===== src/hw/rtl/bcd_pkg.sv =====
// ----------------------------------------------------------------------------
// Base58Check decoder package
// Frame sizes, status codes, alphabet decode and the SHA-256 constants.
// ----------------------------------------------------------------------------
package bcd_pkg;

  localparam int FRAME_BYTES = 25;
  localparam int HASH_BYTES  = 20;
  localparam int RADIX       = 58;

  localparam logic [2:0] ST_OK      = 3'd0;
  localparam logic [2:0] ST_BADCHAR = 3'd1;
  localparam logic [2:0] ST_SHORT   = 3'd2;
  localparam logic [2:0] ST_LONG    = 3'd3;
  localparam logic [2:0] ST_CHECK   = 3'd4;

  localparam logic [7:0] ONE_CHAR = 8'h31;

  typedef struct packed {
    logic       ok;
    logic [5:0] value;
  } digit_t;

  localparam logic [31:0] SHA_IV [8] = '{
    32'h6a09e667, 32'hbb67ae85, 32'h3c6ef372, 32'ha54ff53a,
    32'h510e527f, 32'h9b05688c, 32'h1f83d9ab, 32'h5be0cd19
  };

  // Map one ASCII character to its digit value in the Base58 alphabet.
  function automatic digit_t decode_char(input logic [7:0] ch);
    digit_t r;
    logic [7:0] v;
    r = '0;
    v = 8'd0;
    if (ch >= 8'h31 && ch <= 8'h39) begin
      v = ch - 8'h31;
      r.ok = 1'b1;
    end else if (ch >= 8'h41 && ch <= 8'h48) begin
      v = ch - 8'h41 + 8'd9;
      r.ok = 1'b1;
    end else if (ch >= 8'h4a && ch <= 8'h4e) begin
      v = ch - 8'h4a + 8'd17;
      r.ok = 1'b1;
    end else if (ch >= 8'h50 && ch <= 8'h5a) begin
      v = ch - 8'h50 + 8'd22;
      r.ok = 1'b1;
    end else if (ch >= 8'h61 && ch <= 8'h6b) begin
      v = ch - 8'h61 + 8'd33;
      r.ok = 1'b1;
    end else if (ch >= 8'h6d && ch <= 8'h7a) begin
      v = ch - 8'h6d + 8'd44;
      r.ok = 1'b1;
    end
    r.value = v[5:0];
    return r;
  endfunction

  function automatic logic [31:0] round_const(input logic [5:0] i);
    logic [31:0] k;
    case (i)
      6'd0:  k = 32'h428a2f98;  6'd1:  k = 32'h71374491;
      6'd2:  k = 32'hb5c0fbcf;  6'd3:  k = 32'he9b5dba5;
      6'd4:  k = 32'h3956c25b;  6'd5:  k = 32'h59f111f1;
      6'd6:  k = 32'h923f82a4;  6'd7:  k = 32'hab1c5ed5;
      6'd8:  k = 32'hd807aa98;  6'd9:  k = 32'h12835b01;
      6'd10: k = 32'h243185be;  6'd11: k = 32'h550c7dc3;
      6'd12: k = 32'h72be5d74;  6'd13: k = 32'h80deb1fe;
      6'd14: k = 32'h9bdc06a7;  6'd15: k = 32'hc19bf174;
      6'd16: k = 32'he49b69c1;  6'd17: k = 32'hefbe4786;
      6'd18: k = 32'h0fc19dc6;  6'd19: k = 32'h240ca1cc;
      6'd20: k = 32'h2de92c6f;  6'd21: k = 32'h4a7484aa;
      6'd22: k = 32'h5cb0a9dc;  6'd23: k = 32'h76f988da;
      6'd24: k = 32'h983e5152;  6'd25: k = 32'ha831c66d;
      6'd26: k = 32'hb00327c8;  6'd27: k = 32'hbf597fc7;
      6'd28: k = 32'hc6e00bf3;  6'd29: k = 32'hd5a79147;
      6'd30: k = 32'h06ca6351;  6'd31: k = 32'h14292967;
      6'd32: k = 32'h27b70a85;  6'd33: k = 32'h2e1b2138;
      6'd34: k = 32'h4d2c6dfc;  6'd35: k = 32'h53380d13;
      6'd36: k = 32'h650a7354;  6'd37: k = 32'h766a0abb;
      6'd38: k = 32'h81c2c92e;  6'd39: k = 32'h92722c85;
      6'd40: k = 32'ha2bfe8a1;  6'd41: k = 32'ha81a664b;
      6'd42: k = 32'hc24b8b70;  6'd43: k = 32'hc76c51a3;
      6'd44: k = 32'hd192e819;  6'd45: k = 32'hd6990624;
      6'd46: k = 32'hf40e3585;  6'd47: k = 32'h106aa070;
      6'd48: k = 32'h19a4c116;  6'd49: k = 32'h1e376c08;
      6'd50: k = 32'h2748774c;  6'd51: k = 32'h34b0bcb5;
      6'd52: k = 32'h391c0cb3;  6'd53: k = 32'h4ed8aa4a;
      6'd54: k = 32'h5b9cca4f;  6'd55: k = 32'h682e6ff3;
      6'd56: k = 32'h748f82ee;  6'd57: k = 32'h78a5636f;
      6'd58: k = 32'h84c87814;  6'd59: k = 32'h8cc70208;
      6'd60: k = 32'h90befffa;  6'd61: k = 32'ha4506ceb;
      6'd62: k = 32'hbef9a3f7;  6'd63: k = 32'hc67178f2;
      default: k = 32'h0;
    endcase
    return k;
  endfunction

endpackage


===== src/hw/rtl/bcd_sha256.sv =====
// ----------------------------------------------------------------------------
// SHA-256 single block core
// One compression round per cycle over a 16-word schedule shift register.
// ----------------------------------------------------------------------------
module bcd_sha256 import bcd_pkg::*; (
  input  logic         clk,
  input  logic         rst,
  input  logic         start,
  input  logic [511:0] block,
  output logic         done,
  output logic [255:0] digest
);

  logic [31:0] w [16];
  logic [31:0] a, b, c, d, e, f, g, hh;
  logic [5:0]  cnt;
  logic        run;
  logic        fin;

  logic [31:0] big_s0, big_s1, ch, maj, t1, t2, sm0, sm1, w_next;

  function automatic logic [31:0] rotr(input logic [31:0] x, input int n);
    return (x >> n) | (x << (32 - n));
  endfunction

  always_comb begin
    big_s1 = rotr(e, 6) ^ rotr(e, 11) ^ rotr(e, 25);
    ch     = (e & f) ^ (~e & g);
    t1     = hh + big_s1 + ch + round_const(cnt) + w[0];
    big_s0 = rotr(a, 2) ^ rotr(a, 13) ^ rotr(a, 22);
    maj    = (a & b) ^ (a & c) ^ (b & c);
    t2     = big_s0 + maj;
    sm0    = rotr(w[1], 7) ^ rotr(w[1], 18) ^ (w[1] >> 3);
    sm1    = rotr(w[14], 17) ^ rotr(w[14], 19) ^ (w[14] >> 10);
    w_next = w[0] + sm0 + w[9] + sm1;
  end

  always_ff @(posedge clk) begin
    if (rst) begin
      run  <= 1'b0;
      fin  <= 1'b0;
      done <= 1'b0;
      cnt  <= '0;
    end else begin
      done <= 1'b0;
      if (start) begin
        run <= 1'b1;
        fin <= 1'b0;
        cnt <= '0;
      end else if (run) begin
        cnt <= cnt + 6'd1;
        if (cnt == 6'd63) begin
          run <= 1'b0;
          fin <= 1'b1;
        end
      end else if (fin) begin
        fin  <= 1'b0;
        done <= 1'b1;
      end
    end
  end

  // Datapath: load on start, advance one round per cycle, fold in the IV at the end.
  always_ff @(posedge clk) begin
    if (start) begin
      for (int j = 0; j < 16; j++) w[j] <= block[511 - 32*j -: 32];
      a <= SHA_IV[0]; b <= SHA_IV[1]; c <= SHA_IV[2]; d <= SHA_IV[3];
      e <= SHA_IV[4]; f <= SHA_IV[5]; g <= SHA_IV[6]; hh <= SHA_IV[7];
    end else if (run) begin
      for (int j = 0; j < 15; j++) w[j] <= w[j+1];
      w[15] <= w_next;
      hh <= g; g <= f; f <= e; e <= d + t1;
      d <= c; c <= b; b <= a; a <= t1 + t2;
    end else if (fin) begin
      digest <= {SHA_IV[0] + a, SHA_IV[1] + b, SHA_IV[2] + c, SHA_IV[3] + d,
                 SHA_IV[4] + e, SHA_IV[5] + f, SHA_IV[6] + g, SHA_IV[7] + hh};
    end
  end

endmodule


===== src/hw/rtl/base58check_address_decoder_top.sv =====
// ----------------------------------------------------------------------------
// Base58Check address decoder
// Folds characters into a 25-byte store, checks length and double SHA-256
// checksum, then streams the version and hash bytes or one error result.
// ----------------------------------------------------------------------------
//  channel | handshake          | payload
//  --------+--------------------+---------------------------------------------
//  in      | in_valid/in_stall  | symbol[7:0], last
//  out     | out_valid/out_stall| status[2:0], byte_index[4:0], data_byte[7:0],
//          |                    | end_of_result
//
//  A leading '1', a bad character or a character after an error is only
//  accepted; any other character is also folded in by the byte-serial
//  multiply by 58, which walks the store one byte a cycle through a rotating
//  shift register. After the last character the two SHA-256 passes run one
//  round a cycle, then 21 results leave one a cycle while out_stall is low.
//  Reset is synchronous and clears the store and all counters at once.
//  in_stall is high whenever the block is not waiting for a character; an
//  output register holds each result until out_stall drops.
// ----------------------------------------------------------------------------
module base58check_address_decoder_top import bcd_pkg::*; (
  input  logic       clk,
  input  logic       rst,
  input  logic       in_valid,
  output logic       in_stall,
  input  logic [7:0] symbol,
  input  logic       last,
  output logic       out_valid,
  input  logic       out_stall,
  output logic [2:0] status,
  output logic [4:0] byte_index,
  output logic [7:0] data_byte,
  output logic       end_of_result
);

  localparam logic [2:0] S_IN   = 3'd0;
  localparam logic [2:0] S_MUL  = 3'd1;
  localparam logic [2:0] S_FIN  = 3'd2;
  localparam logic [2:0] S_SHA1 = 3'd3;
  localparam logic [2:0] S_SHA2 = 3'd4;
  localparam logic [2:0] S_EMIT = 3'd5;
  localparam logic [2:0] S_ERR  = 3'd6;

  logic [2:0] state;

  // Store and per-string bookkeeping
  logic [7:0] vb [FRAME_BYTES];
  logic [4:0] leading_ones;
  logic       in_leading_run;
  logic [4:0] significant_bytes;
  logic [2:0] error_code;
  logic       last_held;

  // Multiply walk
  logic [4:0] mcnt;
  logic [5:0] carry;
  logic [4:0] sig_acc;
  logic [13:0] prod;

  // Ending
  logic [2:0] fin_status;
  logic [4:0] eidx;
  logic [5:0] total;
  logic [2:0] fin_calc;

  digit_t     dig;
  logic       accept_in;
  logic       slot_free;
  logic       emit_now;
  logic       lead_now;
  logic [4:0] lo_inc;

  logic         sha_start;
  logic [511:0] sha_block;
  logic [511:0] blk1;
  logic         sha_done;
  logic [255:0] sha_digest;

  assign in_stall  = (state != S_IN);
  assign accept_in = in_valid && !in_stall;
  assign slot_free = !out_valid || !out_stall;
  assign emit_now  = ((state == S_EMIT) || (state == S_ERR)) && slot_free;

  assign dig      = decode_char(symbol);
  assign lead_now = in_leading_run && (symbol == ONE_CHAR);
  assign lo_inc   = (leading_ones < 5'(FRAME_BYTES + 1)) ? leading_ones + 5'd1 : leading_ones;

  assign prod = 14'(vb[FRAME_BYTES-1]) * 14'(RADIX) + 14'(carry);

  assign total = {1'b0, leading_ones} + {1'b0, significant_bytes};

  always_comb begin
    fin_calc = error_code;
    if (error_code == ST_OK) begin
      if (total < 6'(FRAME_BYTES))      fin_calc = ST_SHORT;
      else if (total > 6'(FRAME_BYTES)) fin_calc = ST_LONG;
    end
  end

  // First block: the 21 payload bytes, the pad marker and a length of 168 bits.
  always_comb begin
    blk1 = '0;
    for (int j = 0; j <= HASH_BYTES; j++) blk1[511 - 8*j -: 8] = vb[j];
    blk1[511 - 8*(HASH_BYTES+1) -: 8] = 8'h80;
    blk1[15:0] = 16'd168;
  end

  assign sha_start = (state == S_FIN && fin_calc == ST_OK) || (state == S_SHA1 && sha_done);
  assign sha_block = (state == S_FIN) ? blk1 : {sha_digest, 8'h80, 232'd0, 16'd256};

  bcd_sha256 u_sha (
    .clk    (clk),
    .rst    (rst),
    .start  (sha_start),
    .block  (sha_block),
    .done   (sha_done),
    .digest (sha_digest)
  );

  always_ff @(posedge clk) begin
    if (rst) begin
      state             <= S_IN;
      leading_ones      <= '0;
      in_leading_run    <= 1'b1;
      significant_bytes <= '0;
      error_code        <= ST_OK;
      for (int j = 0; j < FRAME_BYTES; j++) vb[j] <= '0;
      out_valid         <= 1'b0;
      mcnt              <= '0;
      eidx              <= '0;
    end else begin
      // Raise valid with each new result, drop it once the last one is taken
      if (emit_now) begin
        out_valid <= 1'b1;
      end else if (!out_stall) begin
        out_valid <= 1'b0;
      end
      case (state)
        S_IN: begin
          if (accept_in) begin
            last_held <= last;
            if (symbol != ONE_CHAR) in_leading_run <= 1'b0;
            if (!dig.ok) begin
              error_code <= ST_BADCHAR;
              state      <= last ? S_FIN : S_IN;
            end else if (error_code == ST_OK && lead_now) begin
              leading_ones <= lo_inc;
              if (lo_inc > 5'(FRAME_BYTES)) error_code <= ST_LONG;
              state <= last ? S_FIN : S_IN;
            end else if (error_code == ST_OK) begin
              // Start the walk from the least significant byte
              carry   <= dig.value;
              mcnt    <= '0;
              sig_acc <= '0;
              state   <= S_MUL;
            end else begin
              state <= last ? S_FIN : S_IN;
            end
          end
        end
        S_MUL: begin
          // Rotate the store: take the low byte out, put the new byte in on top
          for (int j = 1; j < FRAME_BYTES; j++) vb[j] <= vb[j-1];
          vb[0] <= prod[7:0];
          carry <= prod[13:8];
          if (prod[7:0] != 8'd0) sig_acc <= mcnt + 5'd1;
          mcnt <= mcnt + 5'd1;
          if (mcnt == 5'(FRAME_BYTES - 1)) begin
            if (prod[13:8] != 6'd0) begin
              error_code <= ST_LONG;
            end else if (prod[7:0] != 8'd0) begin
              significant_bytes <= mcnt + 5'd1;
            end else begin
              significant_bytes <= sig_acc;
            end
            state <= last_held ? S_FIN : S_IN;
          end
        end
        S_FIN: begin
          fin_status <= fin_calc;
          state      <= (fin_calc == ST_OK) ? S_SHA1 : S_ERR;
        end
        S_SHA1: begin
          if (sha_done) state <= S_SHA2;
        end
        S_SHA2: begin
          if (sha_done) begin
            eidx <= '0;
            if (sha_digest[255:224] != {vb[21], vb[22], vb[23], vb[24]}) begin
              fin_status <= ST_CHECK;
              state      <= S_ERR;
            end else begin
              state <= S_EMIT;
            end
          end
        end
        S_EMIT: begin
          if (slot_free) begin
            status        <= ST_OK;
            byte_index    <= eidx;
            data_byte     <= vb[0];
            end_of_result <= (eidx == 5'(HASH_BYTES));
            eidx <= eidx + 5'd1;
            if (eidx == 5'(HASH_BYTES)) begin
              for (int j = 0; j < FRAME_BYTES; j++) vb[j] <= '0;
              leading_ones      <= '0;
              in_leading_run    <= 1'b1;
              significant_bytes <= '0;
              error_code        <= ST_OK;
              state             <= S_IN;
            end else begin
              for (int j = 0; j < FRAME_BYTES - 1; j++) vb[j] <= vb[j+1];
            end
          end
        end
        S_ERR: begin
          if (slot_free) begin
            status            <= fin_status;
            byte_index        <= '0;
            data_byte         <= '0;
            end_of_result     <= 1'b1;
            for (int j = 0; j < FRAME_BYTES; j++) vb[j] <= '0;
            leading_ones      <= '0;
            in_leading_run    <= 1'b1;
            significant_bytes <= '0;
            error_code        <= ST_OK;
            state             <= S_IN;
          end
        end
        default: state <= S_IN;
      endcase
    end
  end

endmodule


===== config.mk =====
export PLATFORM = sky130hd
export DESIGN_NAME = base58check_address_decoder_top
export DESIGN_NICKNAME = d
export VERILOG_FILES = /design/src/hw/rtl/bcd_pkg.sv /design/src/hw/rtl/bcd_sha256.sv /design/src/hw/rtl/base58check_address_decoder_top.sv
export SDC_FILE = /design/constraint.sdc
export NUM_CORES = 2
export LEC_CHECK = 0
export BUFFER_PORTS_ARGS = -buffer_cell sky130_fd_sc_hd__buf_2
export CORE_MARGIN = 2
export CORE_UTILIZATION = 45
export CTS_BUF_LIST = sky130_fd_sc_hd__clkbuf_4
export DETAILED_ROUTE_END_ITERATION = 8
export PLACE_DENSITY_LB_ADDON = 0.08
export SYNTH_ARGS = -nofsm -noshare
export SYNTH_HDL_FRONTEND = slang
export SYNTH_SLANG_ARGS = --single-unit

===== constraint.sdc =====
create_clock -name clk -period 12.7 [get_ports clk]
set_input_delay 0.635 -clock clk [delete_from_list [all_inputs] [get_ports clk]]
set_output_delay 0.635 -clock clk [all_outputs]
set_load 0.02 [all_outputs]

==> results.toml <==
[sta]
min_period_ps = 7970
relSlewSlack_pct = 12.2
rsz0062_at_grt = "false"
finClkSkew_ps = 119
setup-violations-final = 0
fmax_ghz = 0.125
tns_ps = 0
maxSlewViolCount = 0
period_share_pct = 62.8
tightest_slew_ps = 1320
hold_viol_final = 0

[synthesis]
netlist_area_sq_um = 73000
synth_cell_types = 95
synth-main-ff-cell = "edfxtp_1"
async_flop_share_pct = 0
syn_inst = 7013
synth_fp_nets = 7428
synth-seq-cells = 1324
yosysTopAreaCell = "edfxtp_1"
synthTopCellsByArea = "edfxtp_1, dfxtp_1, fa_1"
avgSynthCellArea_sq_um = 10.4
netlist_top_cells_count = "edfxtp_1, nand2_1, nor2_1, xnor2_1, clkbuf_1"
yosysMostFrequentCell = "edfxtp_1"
synth-seq-area-share_pct = 49.8
synth-edff-count = 984
yosys.area.top_type_share_pct = 40.5
yosys_warnings = 0

[global_route]
grt_max_degree = 176
grt_pass1_vias = 52900
grt.total_usage_pct = 32.3
grt_pass1_wl_mm = 382
antenna_found_initial = 24
grt.overflow.total = 0

[detailed_routing]
met3_length_mm = 21.3
viasPerCell = 5.83
dr_total_vias = 55800
ant_nets = 0
remaining_drc_errors = 0
firstDrtPassIters = 7
wl_per_cell_um = 28.2
initialDrtViolationCount = 6150
route.met2.wl_mm = 119
wl_met1_mm = 117
wirelength_mm = 270
route.top_layer_used = "met5"

[layout]
layout-drive-gt1-share_pct = 11.1
fin_nets = 7517
fillCellCount = 15100
area_growth_pct = 9.90
fin_util_pct = 49.9

[die]
core_sq_um = 161000
rows = 147
start_util_pct = 45.4
die_area_sq_um = 165000
ioPinCount = 32
fp.dieW_um = 407
die_height_um = 407

[setup_path]
cp-start-kind = "register"
worstSetupPathType = "reg -> reg"
slowest_delay_ps = 850
crit_path_frequent_cell = "fa_1"
worstSetupEndpointType = "register"
path_max_fanout = 10
cp.required_ps = 13940
critPathSlowestCell = "a2111oi_0"
cp.arrival_ps = 9210

[clocking]
clk_pin_slew_ps = 70
cts-root-buf = "clkbuf_4"
cts_buffers = 377
clock_path_buffers = 4
cts_sinks = 1324
cts_tree = "built"
insertion_delay_ps = 1400
cts-htree-levels = 5

[placement]
io_buffers = 31
place.gp.congestion = 0.958
place_hpwl_mm = 195

[worst_hold_path]
hold_class = "in -> reg"

[job]
maxCapViolations = 0

[status]
outcome = "complete, no violations"
-- sequential cells by signal (all words and copies together), names as in the netlist, 32 cells and up, named ones only --
signal / cells
u_sha.b: 32
u_sha.hh: 32
u_sha.d: 32
u_sha.e: 32
u_sha.w: 512
u_sha.f: 32
u_sha.c: 32
u_sha.g: 32
vb: 200
u_sha.a: 32
u_sha.digest: 256
-- worst max-delay path, delay by kind of cell, from the launching register on --
family | cells | cell delay, ps
buffers and inverters | 3 | 140
adder cells (fa/ha/maj) | 6 | 2530
multiplexers | 1 | 180
XOR/XNOR | 2 | 370
AND/OR/NAND/NOR | 4 | 740
AO/OA/AOI/OAI | 10 | 3280
flip-flops | 1 | 670
-- routing by layer --
layer | global-route usage (%) | vias to the layer above
met5 | 0 | -
met4 | 13.3 | 6
met3 | 6.43 | 476
met2 | 48.9 | 2513
met1 | 45.2 | 27700
li1 | - | 25100
-- layout by cell type (no fill, tap or decap), drive strengths merged, types with 168 or more instances in the layout --
cell	instances
edfxtp	984
nand2	956
nor2	592
clkbuf	589
xnor2	448
inv	404
dfxtp	340
a21oi	264
mux2i	227
o21ai	225
and3	223
a31oi	210
ha	202
fa	200
xor2	197
a22o	190
nand3	168
-- cells by family (layout without fill, tap and decap cells) --
logic type	after synthesis	count (layout)	synth area share (%)
buf+inv	847	1226	4.40
flops	1324	1324	49.8
fa+ha+maj	432	432	9.36
compound gates	1279	1279	11.8
xor+xnor	645	645	7.74
mux	236	236	3.25
simple gates	2250	2250	13.7
other cells	0	15	0
-- area by class of cell --
type,count,area [sq um],share of cell area [%]
clock inverter,80,370,0.462
antenna,15,37.5,0.0468
sequential,1324,36400,45.3
clock buffer,589,4420,5.51
tap,2160,2700,3.37
multi-input combinational,4842,33600,41.9
inverter,404,1530,1.90
timing repair buffer,153,1200,1.50
-- timing repair --
action	in CTS	in global routing
endpoints found under the hold margin	36	0
setup buffers	0	0
hold buffers	17	0
resized for setup	0	0
-- per-stage QoR --
stage                     cells  hold WS, ps  setup slack, ps  area [sq um]
after floorplan            7013          426             2140         73000
after global placement     8866          438             4880         75200
after detailed placement   8866          444             4840         75200
after CTS                  9552          173             4840         80200
after global routing       9561          262             4250         80200
final                      9567          319             4730         80200
-- worst paths after layout --
check                                       to  cells after the start  slack (ps)      startpoint
worst max register to register     u_sha.a[30]                     26        4730      u_sha.e[3]
worst max-delay path               u_sha.a[30]                     26        4730      u_sha.e[3]
worst min-delay path                  state[1]                      5         320            last
worst min register to register  u_sha.w[7][31]                      2         450  u_sha.w[8][31]
Power is left out: the tool's default activity adds up to more than one toggle a clock period on the data nets, which glitch-free logic cannot reach.
